--- config.mk ---
export PLATFORM = sky130hd
export DESIGN_NAME = obb_face_axis_separation_test_unit
export DESIGN_NICKNAME = d
export VERILOG_FILES = /design/src/design/obbfs_pkg.sv /design/src/design/obbfs_vec_mem.sv /design/src/design/obbfs_mac.sv /design/src/design/obbfs_seq.sv /design/src/design/obb_face_axis_separation_test_unit.sv
export VERILOG_INCLUDE_DIRS = /design/src /design/src/design
export SDC_FILE = /design/constraint.sdc
export NUM_CORES = 2
export LEC_CHECK = 0
export BUFFER_PORTS_ARGS = -buffer_cell sky130_fd_sc_hd__buf_2
export CAP_MARGIN = 10
export CORE_MARGIN = 1.5
export CORE_UTILIZATION = 35
export CTS_CLUSTER_SIZE = 20
export DETAILED_ROUTE_END_ITERATION = 12
export PLACE_DENSITY_LB_ADDON = 0.2
export SLEW_MARGIN = 20
export SYNTH_ARGS = -nofsm -noshare
export SYNTH_HDL_FRONTEND = slang
export SYNTH_SLANG_ARGS = --single-unit
--- constraint.sdc ---
create_clock -name clk -period 20.8 [get_ports clk]
set_input_delay 5.2 -clock clk [delete_from_list [all_inputs] [get_ports clk]]
set_output_delay 5.2 -clock clk [all_outputs]
set_load 0.02 [all_outputs]
--- src/design/obb_face_axis_separation_test_unit_assert.svh ---
// assertion macros for the obb face-axis separation test unit
`ifndef OBB_FACE_AXIS_SEPARATION_TEST_UNIT_ASSERT_SVH
`define OBB_FACE_AXIS_SEPARATION_TEST_UNIT_ASSERT_SVH

// same-cycle implication, disabled during reset
`define OBBFS_ASSERT_NOW(lbl, ante, cons) \
    lbl: assert property (@(posedge clk) disable iff (!rst_n) (ante) |-> (cons)) \
        else $error("obbfs assertion failed");

// next-cycle implication, disabled during reset
`define OBBFS_ASSERT_NEXT(lbl, ante, cons) \
    lbl: assert property (@(posedge clk) disable iff (!rst_n) (ante) |=> (cons)) \
        else $error("obbfs assertion failed");

`endif

--- src/design/obbfs_pkg.sv ---
// shared types and constants for the obb face-axis separation test unit
package obbfs_pkg;

    typedef logic [2:0] slot_t;

    typedef enum logic [3:0] {
        ST_IDLE,
        ST_DIFF_RD,
        ST_DIFF_SUB,
        ST_ROW_RD,
        ST_MUL,
        ST_DRAIN,
        ST_FOLD,
        ST_CMP,
        ST_DONE
    } seq_state_t;

    typedef struct packed {
        logic       diff_load;
        logic       acc_clr;
        logic       mul_en;
        logic       use_diff;
        logic [1:0] comp;
        logic       hi;
        logic       fold;
        logic       fold_first;
    } mac_ctrl_t;

    localparam logic FUNC_LOAD = 1'b0;
    localparam logic FUNC_TEST = 1'b1;

    localparam int NUM_SLOTS = 8;

    localparam slot_t SLOT_A_CENTER = 3'd0;
    localparam slot_t SLOT_B_CENTER = 3'd4;

    localparam logic [2:0] LAST_AXIS = 3'd5;
    localparam logic [2:0] LAST_TERM = 3'd6;
    localparam logic [2:0] LAST_STEP = 3'd5;

    // half-axis index 0..5 to slot: A half-axes 1..3, B half-axes 5..7
    function automatic slot_t half_slot(input logic [2:0] idx);
        return (idx < 3'd3) ? slot_t'(idx + 3'd1) : slot_t'(idx + 3'd2);
    endfunction

endpackage

--- src/design/obbfs_vec_mem.sv ---
// vector store: eight rows of three coordinates, one write and two registered reads
module obbfs_vec_mem #(
    parameter int COORD_BITS = 32
) (
    input  logic                      clk,
    input  logic                      we,
    input  obbfs_pkg::slot_t          waddr,
    input  logic [3*COORD_BITS-1:0]   wdata,
    input  obbfs_pkg::slot_t          raddr_a,
    input  obbfs_pkg::slot_t          raddr_b,
    output logic [3*COORD_BITS-1:0]   rdata_a,
    output logic [3*COORD_BITS-1:0]   rdata_b
);
    import obbfs_pkg::*;

    localparam int RW = 3 * COORD_BITS;

    logic [RW-1:0] row_mem [NUM_SLOTS];
    logic [RW-1:0] rdata_a_reg;
    logic [RW-1:0] rdata_b_reg;

    always_ff @(posedge clk)
    begin
        if (we)
        begin
            row_mem[waddr] <= wdata;
        end
        rdata_a_reg <= row_mem[raddr_a];
        rdata_b_reg <= row_mem[raddr_b];
    end

    assign rdata_a = rdata_a_reg;
    assign rdata_b = rdata_b_reg;

endmodule

--- src/design/obbfs_mac.sv ---
// shared multiply-accumulate unit with distance/radius fold and compare
module obbfs_mac #(
    parameter int COORD_BITS = 32
) (
    input  logic                      clk,
    input  logic                      rst_n,
    input  obbfs_pkg::mac_ctrl_t      ctrl,
    input  logic [3*COORD_BITS-1:0]   row_a,
    input  logic [3*COORD_BITS-1:0]   row_b,
    output logic                      sep
);
    import obbfs_pkg::*;

    localparam int CB = COORD_BITS;
    localparam int DW = CB + 1;
    localparam int LB = CB / 2;
    localparam int HB = CB - LB;
    localparam int MW = HB + 1;
    localparam int PW = DW + MW;
    localparam int AW = 2 * CB + 6;

    logic signed [DW-1:0] diff_reg [3];
    logic signed [PW-1:0] prod_reg;
    logic                 prod_hi_reg;
    logic                 prod_vld_reg;
    logic signed [AW-1:0] acc_reg;
    logic signed [AW-1:0] dist_reg;
    logic signed [AW-1:0] rad_reg;

    logic [CB-1:0]        a_comp;
    logic [CB-1:0]        b_comp;
    logic signed [DW-1:0] opa;
    logic signed [MW-1:0] opb;
    logic signed [PW-1:0] prod;
    logic signed [AW-1:0] prod_ext;
    logic signed [AW-1:0] prod_sh;
    logic signed [AW-1:0] acc_abs;
    logic signed [AW-1:0] rad_minus_dist;

    always_comb
    begin
        unique case (ctrl.comp)
            2'd0:    begin a_comp = row_a[0 +: CB];    b_comp = row_b[0 +: CB];    end
            2'd1:    begin a_comp = row_a[CB +: CB];   b_comp = row_b[CB +: CB];   end
            2'd2:    begin a_comp = row_a[2*CB +: CB]; b_comp = row_b[2*CB +: CB]; end
            default: begin a_comp = row_a[0 +: CB];    b_comp = row_b[0 +: CB];    end
        endcase
    end

    always_comb
    begin
        if (ctrl.use_diff)
        begin
            unique case (ctrl.comp)
                2'd0:    opa = diff_reg[0];
                2'd1:    opa = diff_reg[1];
                2'd2:    opa = diff_reg[2];
                default: opa = diff_reg[0];
            endcase
        end
        else
        begin
            opa = {a_comp[CB-1], a_comp};
        end
        // axis component split into unsigned low half and signed high half
        if (ctrl.hi)
        begin
            opb = {b_comp[CB-1], b_comp[CB-1:LB]};
        end
        else
        begin
            opb = {{(MW-LB){1'b0}}, b_comp[LB-1:0]};
        end
    end

    assign prod     = opa * opb;
    assign prod_ext = {{(AW-PW){prod_reg[PW-1]}}, prod_reg};
    assign prod_sh  = prod_hi_reg ? (prod_ext <<< LB) : prod_ext;
    assign acc_abs  = acc_reg[AW-1] ? -acc_reg : acc_reg;
    assign rad_minus_dist = rad_reg - dist_reg;
    assign sep      = rad_minus_dist[AW-1];

    always_ff @(posedge clk)
    begin
        if (ctrl.diff_load)
        begin
            diff_reg[0] <= {row_b[CB-1], row_b[0 +: CB]}
                         - {row_a[CB-1], row_a[0 +: CB]};
            diff_reg[1] <= {row_b[2*CB-1], row_b[CB +: CB]}
                         - {row_a[2*CB-1], row_a[CB +: CB]};
            diff_reg[2] <= {row_b[3*CB-1], row_b[2*CB +: CB]}
                         - {row_a[3*CB-1], row_a[2*CB +: CB]};
        end
        prod_reg    <= prod;
        prod_hi_reg <= ctrl.hi;
        if (ctrl.acc_clr)
        begin
            acc_reg <= '0;
        end
        else if (prod_vld_reg)
        begin
            acc_reg <= acc_reg + prod_sh;
        end
        if (ctrl.fold)
        begin
            if (ctrl.fold_first)
            begin
                dist_reg <= acc_abs;
                rad_reg  <= '0;
            end
            else
            begin
                rad_reg <= rad_reg + acc_abs;
            end
        end
    end

    always_ff @(posedge clk or negedge rst_n)
    begin
        if (!rst_n)
        begin
            prod_vld_reg <= 1'b0;
        end
        else
        begin
            prod_vld_reg <= ctrl.mul_en;
        end
    end

endmodule

--- src/design/obbfs_seq.sv ---
// sequencer: axis, term and step counters, handshakes and result register
module obbfs_seq (
    input  logic                 clk,
    input  logic                 rst_n,
    input  logic                 in_fire,
    input  logic                 in_test,
    output logic                 in_ready,
    output logic                 out_valid,
    input  logic                 out_ready,
    output logic                 overlap,
    output obbfs_pkg::slot_t     raddr_a,
    output obbfs_pkg::slot_t     raddr_b,
    output obbfs_pkg::mac_ctrl_t ctrl,
    input  logic                 sep
);
    import obbfs_pkg::*;

    seq_state_t state_reg, state_next;
    logic [2:0] axis_reg, axis_next;
    logic [2:0] term_reg, term_next;
    logic [2:0] step_reg, step_next;
    logic       result_reg, result_next;
    logic       out_valid_reg, out_valid_next;
    logic       overlap_reg, overlap_next;

    always_ff @(posedge clk or negedge rst_n)
    begin
        if (!rst_n)
        begin
            state_reg     <= ST_IDLE;
            axis_reg      <= '0;
            term_reg      <= '0;
            step_reg      <= '0;
            result_reg    <= 1'b0;
            out_valid_reg <= 1'b0;
            overlap_reg   <= 1'b0;
        end
        else
        begin
            state_reg     <= state_next;
            axis_reg      <= axis_next;
            term_reg      <= term_next;
            step_reg      <= step_next;
            result_reg    <= result_next;
            out_valid_reg <= out_valid_next;
            overlap_reg   <= overlap_next;
        end
    end

    always_comb
    begin
        state_next     = state_reg;
        axis_next      = axis_reg;
        term_next      = term_reg;
        step_next      = step_reg;
        result_next    = result_reg;
        out_valid_next = out_valid_reg && !out_ready;
        overlap_next   = overlap_reg;
        in_ready       = 1'b0;
        raddr_a        = half_slot(term_reg - 3'd1);
        raddr_b        = half_slot(axis_reg);
        ctrl            = '0;
        ctrl.use_diff   = (term_reg == 3'd0);
        ctrl.comp       = step_reg[2:1];
        ctrl.hi         = step_reg[0];
        ctrl.fold_first = (term_reg == 3'd0);

        unique case (state_reg)
            ST_IDLE:
            begin
                in_ready = 1'b1;
                if (in_fire && in_test)
                begin
                    state_next = ST_DIFF_RD;
                end
            end
            ST_DIFF_RD:
            begin
                raddr_a    = SLOT_A_CENTER;
                raddr_b    = SLOT_B_CENTER;
                state_next = ST_DIFF_SUB;
            end
            ST_DIFF_SUB:
            begin
                ctrl.diff_load = 1'b1;
                axis_next      = '0;
                term_next      = '0;
                state_next     = ST_ROW_RD;
            end
            ST_ROW_RD:
            begin
                ctrl.acc_clr = 1'b1;
                step_next    = '0;
                state_next   = ST_MUL;
            end
            ST_MUL:
            begin
                ctrl.mul_en = 1'b1;
                if (step_reg == LAST_STEP)
                begin
                    state_next = ST_DRAIN;
                end
                else
                begin
                    step_next = step_reg + 3'd1;
                end
            end
            ST_DRAIN:
            begin
                state_next = ST_FOLD;
            end
            ST_FOLD:
            begin
                ctrl.fold = 1'b1;
                if (term_reg == LAST_TERM)
                begin
                    state_next = ST_CMP;
                end
                else
                begin
                    term_next  = term_reg + 3'd1;
                    state_next = ST_ROW_RD;
                end
            end
            ST_CMP:
            begin
                priority if (sep)
                begin
                    result_next = 1'b0;
                    state_next  = ST_DONE;
                end
                else if (axis_reg == LAST_AXIS)
                begin
                    result_next = 1'b1;
                    state_next  = ST_DONE;
                end
                else
                begin
                    axis_next  = axis_reg + 3'd1;
                    term_next  = '0;
                    state_next = ST_ROW_RD;
                end
            end
            ST_DONE:
            begin
                if (!out_valid_reg || out_ready)
                begin
                    out_valid_next = 1'b1;
                    overlap_next   = result_reg;
                    state_next     = ST_IDLE;
                end
            end
            default:
            begin
                state_next = ST_IDLE;
            end
        endcase
    end

    assign out_valid = out_valid_reg;
    assign overlap   = overlap_reg;

endmodule

--- src/design/obb_face_axis_separation_test_unit.sv ---
// top level of the obb face-axis separation test unit
//
//  channel | signals                                   | direction
//  --------+-------------------------------------------+----------
//  input   | in_valid, in_ready, func, slot, vec_x/y/z | in
//  output  | out_valid, out_ready, overlap             | out
//
// a load transaction writes one row of the vector store
// a test transaction tries n axes, n = 1..6, and ends at the first separating axis
// each axis costs 7 dot products (read, 6 multiplies, drain, fold) and a compare
// reset clears only control state; vector store contents are undefined until loaded
// the finished result waits in an output register; input is taken again meanwhile
// a later test holds in its last cycle until that register is free
module obb_face_axis_separation_test_unit #(
    parameter int COORD_BITS = 32
) (
    input  logic        clk,
    input  logic        rst_n,
    input  logic        in_valid,
    output logic        in_ready,
    input  logic        func,
    input  logic [2:0]  slot,
    input  logic [31:0] vec_x,
    input  logic [31:0] vec_y,
    input  logic [31:0] vec_z,
    output logic        out_valid,
    input  logic        out_ready,
    output logic        overlap
);
    import obbfs_pkg::*;

    localparam int RW = 3 * COORD_BITS;

    logic          in_fire;
    logic          in_test;
    logic          mem_we;
    logic [63:0]   x_ext;
    logic [63:0]   y_ext;
    logic [63:0]   z_ext;
    logic [RW-1:0] wdata;
    logic [RW-1:0] row_a;
    logic [RW-1:0] row_b;
    slot_t         raddr_a;
    slot_t         raddr_b;
    mac_ctrl_t     mac_ctrl;
    logic          sep;

    assign in_fire = in_valid && in_ready;
    assign in_test = (func == FUNC_TEST);
    assign mem_we  = in_fire && (func == FUNC_LOAD);

    assign x_ext = {{32{vec_x[31]}}, vec_x};
    assign y_ext = {{32{vec_y[31]}}, vec_y};
    assign z_ext = {{32{vec_z[31]}}, vec_z};
    assign wdata = {z_ext[COORD_BITS-1:0], y_ext[COORD_BITS-1:0], x_ext[COORD_BITS-1:0]};

    obbfs_vec_mem #(
        .COORD_BITS (COORD_BITS)
    ) u_vec_mem (
        .clk     (clk),
        .we      (mem_we),
        .waddr   (slot),
        .wdata   (wdata),
        .raddr_a (raddr_a),
        .raddr_b (raddr_b),
        .rdata_a (row_a),
        .rdata_b (row_b)
    );

    obbfs_mac #(
        .COORD_BITS (COORD_BITS)
    ) u_mac (
        .clk   (clk),
        .rst_n (rst_n),
        .ctrl  (mac_ctrl),
        .row_a (row_a),
        .row_b (row_b),
        .sep   (sep)
    );

    obbfs_seq u_seq (
        .clk       (clk),
        .rst_n     (rst_n),
        .in_fire   (in_fire),
        .in_test   (in_test),
        .in_ready  (in_ready),
        .out_valid (out_valid),
        .out_ready (out_ready),
        .overlap   (overlap),
        .raddr_a   (raddr_a),
        .raddr_b   (raddr_b),
        .ctrl      (mac_ctrl),
        .sep       (sep)
    );

`include "obb_face_axis_separation_test_unit_assert.svh"

    // a test transaction keeps the block busy
`OBBFS_ASSERT_NEXT(a_test_busy, in_fire && in_test, !in_ready)
    // a load transaction never produces a result
`OBBFS_ASSERT_NEXT(a_load_no_result, in_fire && !in_test && !out_valid, !out_valid)
    // the multiplier never runs while input is open
`OBBFS_ASSERT_NOW(a_idle_no_mul, in_ready, !mac_ctrl.mul_en)

endmodule
==> impl_metrics.py <==
metrics = {
    "timing": {
        "finalCritPeriodShare_pct": 48.1,
        "finalHoldViolCount": 0,
        "hold_slack_ps": 510,
        "relSlewSlack_pct": 22.5,
        "drv_slew": 0,
        "setup_tns_ps": 0,
        "fmax_ghz": 0.0999,
        "worst_slew_pin_slew_ps": 1160,
        "skew_ps": 68.6,
        "period_minus_slack_ps": 10010,
        "rsz0062_at_grt": "false",
        "setup_viol": 0,
    },
    "clocking": {
        "clkLatencyLatePin_ps": 860,
        "cts_root_buffer": "clkbuf_16",
        "cts_resized": 0,
        "cts_hold_buf": 0,
        "clockBufferDepth": 3,
        "cts_tree": "built",
        "cts_setup_buffers": 0,
        "path_clk_slew_ps": 70,
        "cts_sinks": 1337,
        "cts_buffers": 158,
        "cts.htree.levels": 4,
    },
    "cells_and_area": {
        "area_delta_synth_final_pct": 10.5,
        "n_fill_cell": 25000,
        "nets": 10600,
        "largest_reg_flops": 768,
        "drive_above_1_share_pct": 6.38,
        "regArea_sq_um": 36900,
        "multi_input_area_sq_um": 47900,
    },
    "synth": {
        "synth-seq-area-share_pct": 41.2,
        "syn_area_sq_um": 89500,
        "synth-edff-count": 1007,
        "yosysMostFrequentCell": "nand2_1",
        "yosys_warnings": 0,
        "synth_nets": 10700,
        "synthArstFlopShare_pct": 1.27,
        "synthCells": 9641,
        "synth_seq_cells": 1337,
        "synthDistinctLibCells": 87,
        "yosys.area.top_type_share_pct": 33.8,
        "avgSynthCellArea_sq_um": 9.29,
        "synth.area.top_cells": "edfxtp_1 (34%), fa_1 (12%), nand2_1 (7.5%), dfxtp_1 (7.0%), ha_1 (6.0%)",
        "synth_ff_type": "edfxtp_1",
        "synth_area_leader_cell": "edfxtp_1",
        "yosys-top-cells-count": "nand2_1 (1789), edfxtp_1 (1007), nor2_1 (840)",
    },
    "place": {
        "place_congestion": 0.946,
        "dp_hpwl_um": 205000,
        "io_buffers": 106,
    },
    "drt": {
        "ant_nets": 0,
        "drtPass1Iterations": 6,
        "wl_per_cell_um": 22.9,
        "drc": 0,
        "wl_um": 298000,
        "drtIter0Drc": 6115,
        "num_vias": 70000,
        "vias_per_cell": 5.37,
    },
    "grt": {
        "antenna_found_initial": 32,
        "grt_pass1_wl_um": 444000,
        "grt_max_degree": 158,
        "grt_use_total_pct": 22.6,
        "grt_pass1_vias": 69600,
        "grt.overflow.total": 0,
    },
    "run": {
        "max-cap-violations": 0,
    },
    "die": {
        "start_util_pct": 35.2,
        "die-width_um": 509,
        "core_sq_um": 254000,
        "dieArea_sq_um": 259000,
        "fp-row-count": 185,
        "dieHeight_um": 509,
        "io_pins": 107,
    },
    "run_status": {
        "status": "completed",
    },
    "worst_setup_path": {
        "cpMaxStageDelayCell": "o41ai_1",
        "worstPathRequired_ps": 21530,
        "cp-end-kind": "flop",
        "critPathMaxStageDelay_ps": 880,
        "critPathMaxFanout": 75,
        "rrSetupSlack_ps": 10790,
        "cp-start-kind": "flop",
        "worst_ep_arrival_time_ps": 10740,
        "path_class": "flop to flop",
    },
    "min_path": {
        "min_path_type": "flop to flop",
    },
}
==> worst max-delay path, delay by kind of cell (launching register included) <==
| family | cells | cell delay (ps) |
|---|---|---|
| simple gates | 4 | 880 |
| fa+ha+maj | 8 | 3610 |
| xor+xnor | 1 | 120 |
| buf+inv | 8 | 2030 |
| compound gates | 8 | 2740 |
| flops | 1 | 450 |
==> through the flow <==
step	instance area [sq um]	util (%)	instances	setup slack [ps]
floorplan	89500	-	9641	8120
global placement	93600	36.8	12700	10890
detailed placement	93600	36.8	12700	10730
CTS	98900	38.9	13000	10710
global route	98900	38.9	13000	10260
finish	98900	38.9	13000	10790
==> worst paths after layout <==
kind                                          startpoint                       endpoint  cells after the start
max in group asynchronous                          rst_n   u_mac.prod_vld_reg$_DFF_PN0_                      1
setup / recovery           u_seq.step_reg[1]$_DFFE_PN0P_     u_mac.prod_reg[48]$_DFF_P_                     29
min in group asynchronous                          rst_n  u_seq.term_reg[2]$_DFFE_PN0P_                      1
hold / removal                 u_seq.overlap$_DFFE_PN0P_      u_seq.overlap$_DFFE_PN0P_                      1
setup reg to reg           u_seq.step_reg[1]$_DFFE_PN0P_     u_mac.prod_reg[48]$_DFF_P_                     29
hold reg to reg                u_seq.overlap$_DFFE_PN0P_      u_seq.overlap$_DFFE_PN0P_                      1
==> kinds of logic after synthesis <==
group | Yosys count | share of synthesized area [%]
buffers and inverters | 1317 | 5.52
AO/OA/AOI/OAI | 1282 | 9.19
multiplexers | 149 | 1.95
flip-flops | 1337 | 41.2
XOR/XNOR | 319 | 3.12
adder cells (fa/ha/maj) | 973 | 18.1
AND/OR/NAND/NOR | 4264 | 20.8
==> routing by layer <==
metal / vias to the layer above / GRT usage, % / part of all wire [%]
met5: - / 0 / 0.055
met4: 26 / 9.89 / 4.6
met3: 579 / 3.57 / 6.0
met2: 2352 / 37.2 / 47
met1: 34500 / 29.4 / 42
li1: 32600 / - / -
==> layout by cell type, fill, tap and decap left out, types with 22 or more instances in the layout <==
cell | synthesis | routed
dfxtp_1 | 313 | 311
xnor2_1 | 236 | 236
nor2b_1 | 89 | 88
nand4_1 | 45 | 45
nand2b_1 | 62 | 61
a22o_1 | 28 | 28
a211oi_1 | 31 | 31
nand2_1 | 1789 | 1786
a21oi_1 | 295 | 288
xor2_1 | 83 | 83
edfxtp_1 | 1007 | 1007
and3_1 | 32 | 32
a221oi_1 | 29 | 29
nand3_1 | 831 | 831
clkbuf_8 | 0 | 22
and2_1 | 44 | 44
clkbuf_16 | 0 | 159
fa_1 | 541 | 541
a21o_1 | 181 | 180
a31oi_1 | 40 | 40
o31ai_1 | 35 | 34
nor3_1 | 440 | 435
o21ai_0 | 373 | 372
mux2i_1 | 74 | 72
mux2_2 | 61 | 61
o21bai_1 | 43 | 43
ha_1 | 432 | 430
nor2_1 | 840 | 831
buf_2 | 2 | 106
inv_1 | 814 | 814
o21a_1 | 32 | 31
clkbuf_1 | 454 | 48
buf_4 | 0 | 103
a221o_1 | 48 | 48
==> cell type report <==
cell class / count / share of cell area (%)
multi-input cells: 6987 / 48.4
flip-flops and latches: 1337 / 37.3
clock buffers: 229 / 4.51
well taps: 3366 / 4.26
inverters: 816 / 3.10
repair buffers: 217 / 1.48
clock inverters: 64 / 0.846
diodes: 14 / 0.0354
Power is not shown: default switching activity piles up to over one toggle a cycle in this logic, so the estimate is an artifact.
